## src/rtl/pomppt_ser_div.sv

```systemverilog
// ----------------------------------------------------------------------------
// pomppt_ser_div
// Restoring divider, one quotient bit per cycle.
// ----------------------------------------------------------------------------
`default_nettype none

module pomppt_ser_div #(
    parameter int N = 29,
    parameter int D = 17
) (
    input  wire logic           i_clk,
    input  wire logic           i_rst_n,
    input  wire logic           i_start,
    input  wire logic [N-1:0]   i_num,
    input  wire logic [D-1:0]   i_den,
    output logic                o_done,
    output logic [N-1:0]        o_quo
);

    localparam int CNT_W = $clog2(N + 1);

    logic [D-1:0]     r_rem;
    logic [N-1:0]     r_quo;
    logic [D-1:0]     r_den;
    logic [CNT_W-1:0] r_cnt;
    logic             r_done;
    logic [D:0]       w_sh;
    logic [D:0]       w_diff;
    logic             w_ge;

    assign w_sh   = {r_rem, r_quo[N-1]};
    assign w_ge   = (w_sh >= {1'b0, r_den});
    assign w_diff = w_sh - {1'b0, r_den};

    always_ff @(posedge i_clk) begin
        if (!i_rst_n) begin
            r_cnt  <= '0;
            r_done <= 1'b0;
        end else begin
            r_done <= 1'b0;
            if (i_start) begin
                r_rem <= '0;
                r_quo <= i_num;
                r_den <= i_den;
                r_cnt <= CNT_W'(N);
            end else if (r_cnt != '0) begin
                r_rem  <= w_ge ? w_diff[D-1:0] : w_sh[D-1:0];
                r_quo  <= {r_quo[N-2:0], w_ge};
                r_cnt  <= r_cnt - 1'b1;
                r_done <= (r_cnt == CNT_W'(1));
            end
        end
    end

    assign o_done = r_done;
    assign o_quo  = r_quo;

endmodule

`default_nettype wire

```

## config.mk

```make
export PLATFORM = sky130hd
export DESIGN_NAME = pomppt_ser_div
export DESIGN_NICKNAME = d
export VERILOG_FILES = /design/src/rtl/pomppt_ser_div.sv
export SDC_FILE = /design/constraint.sdc
export NUM_CORES = 1
export LEC_CHECK = 0
export BUFFER_PORTS_ARGS = -buffer_cell sky130_fd_sc_hd__buf_2
export CORE_MARGIN = 5
export CORE_UTILIZATION = 45
export CTS_BUF_LIST = sky130_fd_sc_hd__clkbuf_2
export DETAILED_ROUTE_END_ITERATION = 12
export PLACE_DENSITY_LB_ADDON = 0.1
export SETUP_SLACK_MARGIN = 0.2
export SLEW_MARGIN = 0
export SYNTH_ARGS = -nofsm -noshare
export SYNTH_HDL_FRONTEND = slang
export SYNTH_SLANG_ARGS = --single-unit
export TNS_END_PERCENT = 1
```

## constraint.sdc

```tcl
create_clock -name i_clk -period 4.55 [get_ports i_clk]
set_input_delay 0.6825 -clock i_clk [delete_from_list [all_inputs] [get_ports i_clk]]
set_output_delay 0.6825 -clock i_clk [all_outputs]
set_load 0.01 [all_outputs]
```

After elaboration in Yosys (flattened, before gate mapping):

Cells that the tools add are included.

* bits in registers: 69
* input port bits: 49
* output and inout bits: 30
* word-level logic and storage cells: 24

* add/sub/neg operators: 2
* order comparisons: 1
* eq/ne operators: 1
* multiplexer cells: 6
* bitwise operators: 2
* reduce and logical (&&, ||, !) cells: 6

Operators with widths (number)
* 29-bit two-way mux: 2
* 17-bit two-way mux: 2
* 18-bit by 17-bit greater-or-equal comparator with 1-bit output: 1
* 17-bit subtractor: 1
* 5-bit two-way mux: 2
* 5-bit by 1-bit == test with 1-bit output (second input constant): 1
* 5-bit nonzero test: 1
* 5-bit by 1-bit subtractor with 5-bit output (second input constant): 1
* 2-bit AND reduction: 2
* 3-bit OR reduction: 1
* 1-bit NOT: 2
* 2-bit nonzero test: 1
* 2-bit OR reduction: 1

Depth between registers and ports, before layout:

* word-level depth: 3
* depth in mapped cells: 11
* mapped depth without buffers: 10

Least setup slack after synthesis:

No wires, ideal clock.

* path kind: input port to flip-flop
* start point: input port i_start
* end point: register r_quo[0] (netlist: o_quo[0]) (enable)
* library setup time: 0.449 ns
* arrival time: 3.308 ns
* data required time: 4.101 ns
* path slack: 0.792 ns
* stages: 4
* buffers on the path: 2
* cell sequence: clkbuf_1 -> buf_1 -> nor2_1 -> nor2_1

* cells in the longest elaborated chain, start to end: 2

RTL lines
* start, declared: RTL line 13 `input wire logic i_start,`
* 2-bit nonzero test (no line)
* 2-bit AND reduction (no line)
* end signal, assigned: RTL line 43 `r_quo <= i_num;`
* end signal, assigned: RTL line 48 `r_quo <= {r_quo[N-2:0], w_ge};`
* end, declared: RTL line 23 `logic [N-1:0] r_quo;`

Every way passes these cells.
A chain may end at the register's enable or synchronous reset.

Worst setup path after layout:

* start point: register r_quo[28] (netlist: o_quo[28])
* end point: register r_rem[0], data pin

* cells in the longest elaborated chain, start to end: 3
* elaborated cells between the ends (all ways): 4
* classes of those cells: add/sub (1); order compare (1); mux (2)

RTL lines
* 17-bit subtractor or 18-bit by 17-bit greater-or-equal comparator with 1-bit output (tied branches): RTL line 33, 32
* 17-bit two-way mux (*): RTL line 47 `r_rem <= w_ge ? w_diff[D-1:0] : w_sh[D-1:0];`
* 17-bit two-way mux (*): RTL line 46 `end else if (r_cnt != '0) begin`
* end signal, assigned: RTL line 47
* end, declared: RTL line 22 `logic [D-1:0] r_rem;`

Every way passes the cells marked *; elsewhere a longest branch is shown, timed or not. The select of a mux whose other input is x is not followed.

==> flow_summary.yaml <==
global_routing:
  grt_max_degree: 39
  grt_pass1_wl_um: 12500
  grt-ovfl-total: 0
  grt_pass1_vias: 2550
  grt_usage_pct: 15.8
  antenna_found_initial: 0
final_layout:
  final_cell_mix: "buf_2, edfxtp_1, mux2_2"
  fin_cells: 507
  final_core_utilization_pct: 53.2
  n_antenna_cell: 0
  layout.nets: 466
  layout-drive-gt1-share_pct: 34.8
  nFillCells: 748
  multi_input_area_um2: 1610
  regArea_um2: 2010
  final_common_cell: "buf_2"
  areaGrowthSynthToFinish_pct: 15.5
clocking:
  cts_hold_buf: 0
  cts-root-buf: "clkbuf_2"
  cts_buffer_depth: 2
  cts_resized: 0
  htree_num_levels: 3
  clock-sinks: 69
  cts_tree: "built"
  clock_latency_ns: 0.53
  cts.clk_slew.worst_paths_ns: 0.23
  numCtsBuffers: 9
  cts_setup_buffers: 0
logic_synthesis:
  yosys_warnings: 0
  synth_cells: 317
  synthArstFlopShare_pct: 0
  yosysSeqAreaShare_pct: 53.2
  synth_cell_types: 51
  synth_edf_count: 63
  syn_area_um2: 3780
  synth.net_count: 386
  syn_area_per_cell_um2: 11.9
  synthFlopType: "edfxtp_1"
  synth-seq-cells: 69
route:
  wirelength_um: 7770
  vias_per_cell: 5.18
  avgRoutedWirePerCell_um: 15.3
  antenna_left: 0
  vias: 2626
  drc_errors: 0
  drt_iter0_drc: 143
  dr.pass1.iters: 5
timing:
  fin_skew_ns: 0.0279
  hold_viol: 0
  fin_tns_setup_ns: 0
  max_slew_margin_pct: 39.3
  rsz0062_at_grt: "no"
  drv_slew: 0
  setup_viol: 0
  post-route-period-util_pct: 65.8
  clock.fmax_ghz: 0.334
  fin_crit_ns: 2.99
  tightest_slew_ns: 0.910
setup_path:
  end_kind: "flop"
  crit_required_ns: 4.91
  crit_arrival_ns: 3.36
  startpoint_type: "flop"
  crit_type: "reg -> reg"
  cp_max_fo: 14
placed_design:
  gp_congestion: 0.842
  dp_cells: 491
  hpwl_um: 5610
  port_buffers: 78
floorplan:
  fp.dieH_um: 102
  die_area_um2: 10300
  start_util_pct: 46.0
  fp-row-count: 33
  core_um2: 8220
  die_w_um: 102
  io_pins: 79
flow_run:
  cap_violations: 0
pwr:
  power.leakage_nw: 1.87
  power.density_nw_per_um2: 377
  ir_drop_mv: 0.132
hold_path:
  min_path_type: "in -> reg"
run_status:
  status: "finished, final reports clean"
routing by layer:
layer | vias to the layer above | global-route usage, % | share of wire, %
met4 | 0 | 6.44 | 1.8
met2 | 61 | 25.9 | 48
met5 | - | 0 | 0
met3 | 14 | 3.65 | 4.7
li1 | 1331 | - | -
met1 | 1220 | 20.1 | 45
cell type report:
type                    count  area share, %
inverters                  28           2.40
repair buffers             81           9.45
multi-input cells         208           36.8
flip-flops and latches     69           46.0
clock buffers               9           1.03
clock inverters             7           1.29
well taps                 105           3.01
critical path: stages (launching register included):
cell and delay, ns:
edfxtp_1 0.42, inv_1 0.10, ha_1 0.17, inv_1 0.06, fa_1 0.39, a21o_1 0.21, a221o_2 0.46, a211oi_2 0.29
o21ai_2 0.28, and2_0 0.27, a211oi_2 0.20
sequential cells by signal, indices dropped and copies added (netlist names):
signal / cells
r_cnt: 5
r_rem: 17
r_den: 17
o_done: 1
o_quo: 29
cells by family (layout without fill, tap and decap cells):
| family | Yosys count | in the layout | share of synthesized area, % |
|---|---|---|---|
| AO/OA/AOI/OAI | 68 | 68 | 12.8 |
| XOR/XNOR | 10 | 10 | 2.32 |
| adder cells (fa/ha/maj) | 20 | 20 | 6.81 |
| buffers and inverters | 40 | 125 | 4.50 |
| flip-flops | 69 | 69 | 53.2 |
| multiplexers | 39 | 39 | 11.3 |
| AND/OR/NAND/NOR | 71 | 71 | 9.13 |
power breakdown:
part           internal [mW]  leakage [nW]  switching [mW]  total (mW)
clock network         0.0789        0.0633           0.248       0.327
registers              0.777         0.663          0.0338       0.811
logic                  0.225          1.14           0.284       0.509
total                   1.08          1.87           0.567        1.65
synthesized netlist by cell type, types with 4 or more instances:
cell / n / area, um^2
nor2_1: 22 / 82.6
inv_1: 28 / 105
o21ai_0: 11 / 55.1
nand2_1: 19 / 71.3
mux2i_1: 10 / 100
edfxtp_1: 63 / 1890
nor3_1: 6 / 30.0
dfxtp_1: 6 / 120
mux2_2: 29 / 327
a21o_1: 5 / 37.5
ha_1: 19 / 238
o21a_1: 4 / 30.0
xnor2_1: 7 / 61.3
a21oi_1: 24 / 120
through the flow:
| stage | cell area, um^2 | hold slack, ns | total power, mW | setup slack [ns] |
|---|---|---|---|---|
| floorplan | 3780 | 0.480 | 1.22 | 0.792 |
| global placement | 4270 | 0.498 | 1.33 | 1.64 |
| detailed placement | 4270 | 0.514 | 1.33 | 1.57 |
| CTS | 4370 | 0.256 | 1.67 | 1.55 |
| global route | 4370 | 0.255 | 1.76 | 1.33 |
| finish | 4370 | 0.310 | 1.65 | 1.56 |
worst paths after layout:
| kind | start | to | slack, ns | cells after the start |
|---|---|---|---|---|
| setup / recovery | o_quo[28] | r_rem[0] | 1.56 | 10 |
| hold / removal | i_den[15] | r_den[15] | 0.31 | 1 |
| setup reg to reg | o_quo[28] | r_rem[0] | 1.56 | 10 |
| hold reg to reg | r_cnt[1] | r_cnt[1] | 0.54 | 2 |
Power figures use the tool's default switching activity.
