### config.mk
export PLATFORM = sky130hd
export DESIGN_NAME = pomppt_ser_mul
export DESIGN_NICKNAME = d
export VERILOG_FILES = /design/src/rtl/pomppt_ser_mul.sv
export SDC_FILE = /design/constraint.sdc
export NUM_CORES = 1
export LEC_CHECK = 0
export BUFFER_PORTS_ARGS = -buffer_cell sky130_fd_sc_hd__buf_2
export CORE_MARGIN = 3
export CORE_UTILIZATION = 30
export CTS_CLUSTER_DIAMETER = 60
export DETAILED_ROUTE_END_ITERATION = 8
export PLACE_DENSITY_LB_ADDON = 0.1
export SETUP_SLACK_MARGIN = 0.4
export SYNTH_ARGS = -nofsm -noshare
export SYNTH_HDL_FRONTEND = slang
export SYNTH_SLANG_ARGS = --single-unit
export TNS_END_PERCENT = 10
### constraint.sdc
create_clock -name i_clk -period 4.4 [get_ports i_clk]
set_input_delay 0.44 -clock i_clk [delete_from_list [all_inputs] [get_ports i_clk]]
set_output_delay 0.44 -clock i_clk [all_outputs]
set_load 0.005 [all_outputs]
### src/rtl/pomppt_ser_mul.sv
// ----------------------------------------------------------------------------
// pomppt_ser_mul
// Bit-serial unsigned shift-add multiplier, one multiplier bit per cycle.
// ----------------------------------------------------------------------------
`default_nettype none

module pomppt_ser_mul #(
    parameter int W = 44
) (
    input  wire logic           i_clk,
    input  wire logic           i_rst_n,
    input  wire logic           i_start,
    input  wire logic [W-1:0]   i_a,
    input  wire logic [W-1:0]   i_b,
    output logic                o_done,
    output logic [2*W-1:0]      o_prod
);

    localparam int CNT_W = $clog2(W + 1);

    logic [2*W-1:0]   r_acc;
    logic [W-1:0]     r_mcand;
    logic [CNT_W-1:0] r_cnt;
    logic             r_done;
    logic [W:0]       w_sum;

    assign w_sum = {1'b0, r_acc[2*W-1:W]} + (r_acc[0] ? {1'b0, r_mcand} : {(W+1){1'b0}});

    always_ff @(posedge i_clk) begin
        if (!i_rst_n) begin
            r_cnt  <= '0;
            r_done <= 1'b0;
        end else begin
            r_done <= 1'b0;
            if (i_start) begin
                r_acc   <= {{W{1'b0}}, i_b};
                r_mcand <= i_a;
                r_cnt   <= CNT_W'(W);
            end else if (r_cnt != '0) begin
                r_acc  <= {w_sum, r_acc[W-1:1]};
                r_cnt  <= r_cnt - 1'b1;
                r_done <= (r_cnt == CNT_W'(1));
            end
        end
    end

    assign o_done = r_done;
    assign o_prod = r_acc;

endmodule

`default_nettype wire

* Yosys cells after proc, flatten, opt, wreduce, memory -nomap -nowiden
Index checks and enable logic that the tools add are counted.
** Storage, ports and cells
- Latch bits :: 0
- Bits in read-only memories :: 0
- Word-level logic and storage cells :: 22
- RAM bits :: 0
- Bits in registers :: 139
- Bits of input ports :: 91
- Memories :: 0
- Output and inout port bits :: 89
** Cells by class
- Multiply operators :: 0
- Bitwise logic cells :: 2
- Add/subtract/negate cells :: 2
- Reductions and logical operators :: 6
- Div/mod/pow operators :: 0
- Shifts and indexed selects :: 0
- $lt $le $gt $ge :: 0
- Equal/unequal tests :: 1
- Multiplexer cells :: 5
** Operators with widths (number)
- 44-bit 2-to-1 mux :: 2
- 88-bit 2-to-1 mux :: 1
- 44-bit by 44-bit adder with 45-bit output :: 1
- 6-bit 2-to-1 mux :: 2
- 6-bit by 1-bit == test with 1-bit output (second input constant) :: 1
- 6-bit nonzero test :: 1
- 6-bit by 1-bit subtractor with 6-bit output (second input constant) :: 1
- 2-bit AND reduction :: 2
- 3-bit OR reduction :: 1
- 1-bit NOT :: 2
- 2-bit nonzero test :: 1
- 2-bit OR reduction :: 1

* Logic depth before layout (Yosys ltp)
- Depth in word-level cells :: 4
- Gate-level depth with buffers :: 12
- Depth with buffers taken out :: 11

* Worst setup path before layout
OpenSTA, ideal clock, no wires.
- Kind :: reg2reg
- Start point :: register r_cnt[0]
- End point :: register r_acc[0] (netlist: o_prod[0]), enable pin
- Setup slack :: 0.838 ns
- Arrival :: 3.108 ns
- Data required time :: 3.947 ns
- Stages on the path, launching flop included :: 6
- Path buffers :: 1
- Path through :: dfxtp_1 > inv_1 > ha_1 > or3b_2 > clkbuf_1 > o21a_1
** Between the ends
- Longest elaborated chain between the ends :: 3
** RTL lines
- start: declaration :: line 23 : logic [CNT_W-1:0] r_cnt;
- start signal: assignment :: line 38 : r_cnt <= CNT_W'(W);
- start signal: assignment :: line 41 : r_cnt <= r_cnt - 1'b1;
- 6-bit nonzero test :: line 39 : end else if (r_cnt != '0) begin
- 2-bit nonzero test (no source line)
- 2-bit AND reduction (no source line)
- end signal: assignment :: line 36 : r_acc <= {{W{1'b0}}, i_b};
- end signal: assignment :: line 40 : r_acc <= {w_sum, r_acc[W-1:1]};
- end: declaration :: line 21 : logic [2*W-1:0] r_acc;
No other way between the ends.
A chain may end at the register's enable or synchronous reset.

* Worst setup path after layout
- Start point :: register r_acc[0] (netlist: o_prod[0])
- End point :: register r_acc[79] (netlist: o_prod[79]), data pin
** Between the ends
- Longest elaborated chain between the ends :: 3
** RTL lines
- 44-bit 2-to-1 mux :: line 27 : assign w_sum = {1'b0, r_acc[2*W-1:W]} + (r_acc[0] ? {1'b0, r_mcand} : {(W+1){1'b0}});
- 44-bit by 44-bit adder with 45-bit output :: line 27
- 88-bit 2-to-1 mux :: line 39
No other way between the ends. The select of a mux whose other input is x is not followed.

==> run summary <==
Status: completed
Setup Fix Bufs, Post-CTS: 0
Placer congestion estimate: 0.7952
Synth area leader: edfxtp_1
Mapped Area: 0.007984 mm²
Syn_area_per_cell: 11.69 µm²
CTS tree: yes
Area after DPL: 0.009251 mm²
Die width: 169.1 µm
# setup viols final: 0
Post-synth top cells: 132 x edfxtp_1, 59 x nor2_1, 51 x and2_1
Die area: 0.02861 mm²
Initial Util: 30.55%
Finished Layout Cells: 1,214
Max-Cap Viols: 0
Vias in the first global route: 6,188
Synth top area share: 49.65%
Worst setup SP type: flip-flop
Count leader, synth: edfxtp_1
Core area: 0.02613 mm²
Fin crit period: 3.450 ns
DIE HEIGHT: 169.1 µm
WP data arrival: 3.63 ns
Placed insts: 1,182
GRT Total Usage: 14.97%
Async SR Flop Fraction: 0%
Synth Area in Simple Gates: 14.01%
Xor/xnor cell area share of the yosys netlist: 3.510%
Max transition margin: 39.38%
Nets: 1,005
Maximum clock path buffer count: 2
Total Routed Length: 21.54 mm
Buf/Inv on CP: 1
Post-CTS sizing: 0
Final HPWL from detailed placement: 15.53 mm
Clock skew: 0.01674 ns
Initial antenna violation count: 3
FP Rows: 59
# IOs: 180
Data required, critical path: 4.58 ns
Netlist cell types: 72
Post-Syn Instances: 683
Critical-path maximum fanout: 15
Post-route DRC violation count: 0
Max VDD drop: 0.2091 mV
Post-synth EDFFs: 132
Post-synthesis mux area share: 7.366%
Via density: 4.923
Root buffer cell: clkbuf_16
P&R area growth vs syn: 23.16%
Main combinational cell family by area after synthesis: compound AO/OA/AOI/OAI gates
Worst Setup Path Type: flip-flop to flip-flop
Initial detailed-routing violation count: 209
Pin count of the biggest net entering global routing: 66
H-tree depth: 4
Clk Latency, worst-skew pair: 0.44 ns
Yosys reg bits: 139
Slowest cell on the critical path: fa_1
Adder-Cell Fraction of Synth Area: 7.616%
Vias: 5,977
Clock Sinks: 139
Least-Margin Pin Slew: 0.9093 ns
Global-route wire length before repair: 34.00 mm
FILL cells: 2,652
Share of layout cells above drive strength 1: 32.20%
Setup TNS: 0 ns
Leakage power: 0.004133 µW
Post-route clock period utilization: 78.42%
RSZ-0062 raised after global routing: false
Top_reg_cell synth: edfxtp_1
Largest cells by area after synthesis: edfxtp_1 50%, ha_1 7.4%, mux2_2 6.9%
CP Capture Type: flip-flop
Top delay family on crit path: compound AO/OA/AOI/OAI gates
Synth warn: 0
Final Hold Fails: 0
Hold buffers post-CTS: 0
Synth Area in Compound Gates: 14.03%
Design Area, Final: 0.009833 mm²
Clk slew on worst S/H paths: 0.08 ns
Number of port buffers: 179
Avg WL per Cell: 17.74 µm
Sequential share of the synthesized area: 51.40%
Max Slew Vio Count: 0
Worst Hold Class: input port to flip-flop
Syn Nets: 822
Slowest cell delay on critical path: 0.43 ns
Highest Clock Rate: 289.8 MHz
DRT antenna net count: 0
ANT cells: 0
Pre-Repair DR Iteration Count: 5
Num CTS Buffers: 17
Power Density: 426.3 mW/mm²
Overflow after GRT: 0
Crit path cell chain: buf_4, and2_1, fa_1, a21o_1, a221oi_2, o21bai_1, nor4b_1, o211ai_1, nand3_1, a21boi_1, mux2_2
## cell usage in the layout, fill, tap and decap left out, types with 4 or more instances in the layout
cell	n
a21o_1	18
a21o_2	4
a21oi_1	42
a31oi_1	5
and2_1	50
and3_1	9
buf_2	178
buf_4	6
clkbuf_16	17
dfxtp_1	7
edfxtp_1	132
ha_1	47
inv_1	13
inv_8	5
mux2_2	49
nand2_1	39
nand2b_1	6
nand3_1	8
nand4_1	6
nor2_1	59
nor2b_1	10
nor3_1	13
nor4_1	5
o211ai_1	9
o21a_1	11
o21ai_0	20
o21bai_1	11
xnor2_1	18
xor2_1	14
## path summary, 6_finish.rpt
check / startpoint / endpoint / slack, ns / cells after the start
setup / recovery: o_prod[0]$_DFFE_PP_ / o_prod[79]$_SDFFCE_PP0P_ / 0.95 / 11
hold / removal: i_a[39] / r_mcand[39]$_DFFE_PP_ / 0.17 / 1
setup reg to reg: o_prod[0]$_DFFE_PP_ / o_prod[79]$_SDFFCE_PP0P_ / 0.95 / 11
hold reg to reg: r_cnt[5]$_SDFFE_PN0N_ / o_done$_SDFF_PP0_ / 0.47 / 1
## per-layer routing
metal  share of wire, %  global-route usage (%)  up-vias
li1                   -                       -     2951
met1                 46                   19.60     2857
met2                 46                   23.86      151
met3                7.3                   5.800       14
met4               0.73                   2.881        4
met5               0.16                       0        -
## sequential cells by signal, indices dropped and copies added, names as in the netlist
signal,flops
o_done,1
o_prod,88
r_cnt,6
r_mcand,44
## stage by stage
step | utilization [%] | total power [µW] | worst slack [ns] | hold WS, ns
6_report | 37.63 | 4192 | 0.9496 | 0.1738
5_1_grt | 37.63 | 4434 | 0.7029 | 0.1545
4_1_cts | 37.63 | 4257 | 0.8995 | 0.1578
3_5_place_dp | 35.40 | 2779 | 0.8940 | 0.4664
3_3_place_gp | 35.40 | 2787 | 1.002 | 0.4547
2_1_floorplan | - | 2428 | 0.8384 | 0.4310
## layout make-up
cell class / instances / area [µm²] / share of cell area (%)
clock inverters: 14 / 152.6 / 1.552
clock buffers: 18 / 429.2 / 4.364
inverters: 13 / 48.80 / 0.4962
well taps: 335 / 419.2 / 4.263
repair buffers: 185 / 955.9 / 9.721
multi-input cells: 510 / 3724 / 37.87
flip-flops and latches: 139 / 4104 / 41.74
## report_power, final
group / switching [µW] / internal [µW] / leakage (µW)
clock network: 646 / 803 / 0.000277
logic: 587 / 452 / 0.00251
registers: 74.7 / 1630 / 0.00134
## cell families (layout without fill, tap and decap cells)
family          Yosys count  count (layout)
compound gates          159             159
xor+xnor                 32              32
fa+ha+maj                48              48
buf+inv                  34             230
flops                   139             139
mux                      52              52
simple gates            219             219
(Power assumes the default switching activity.)
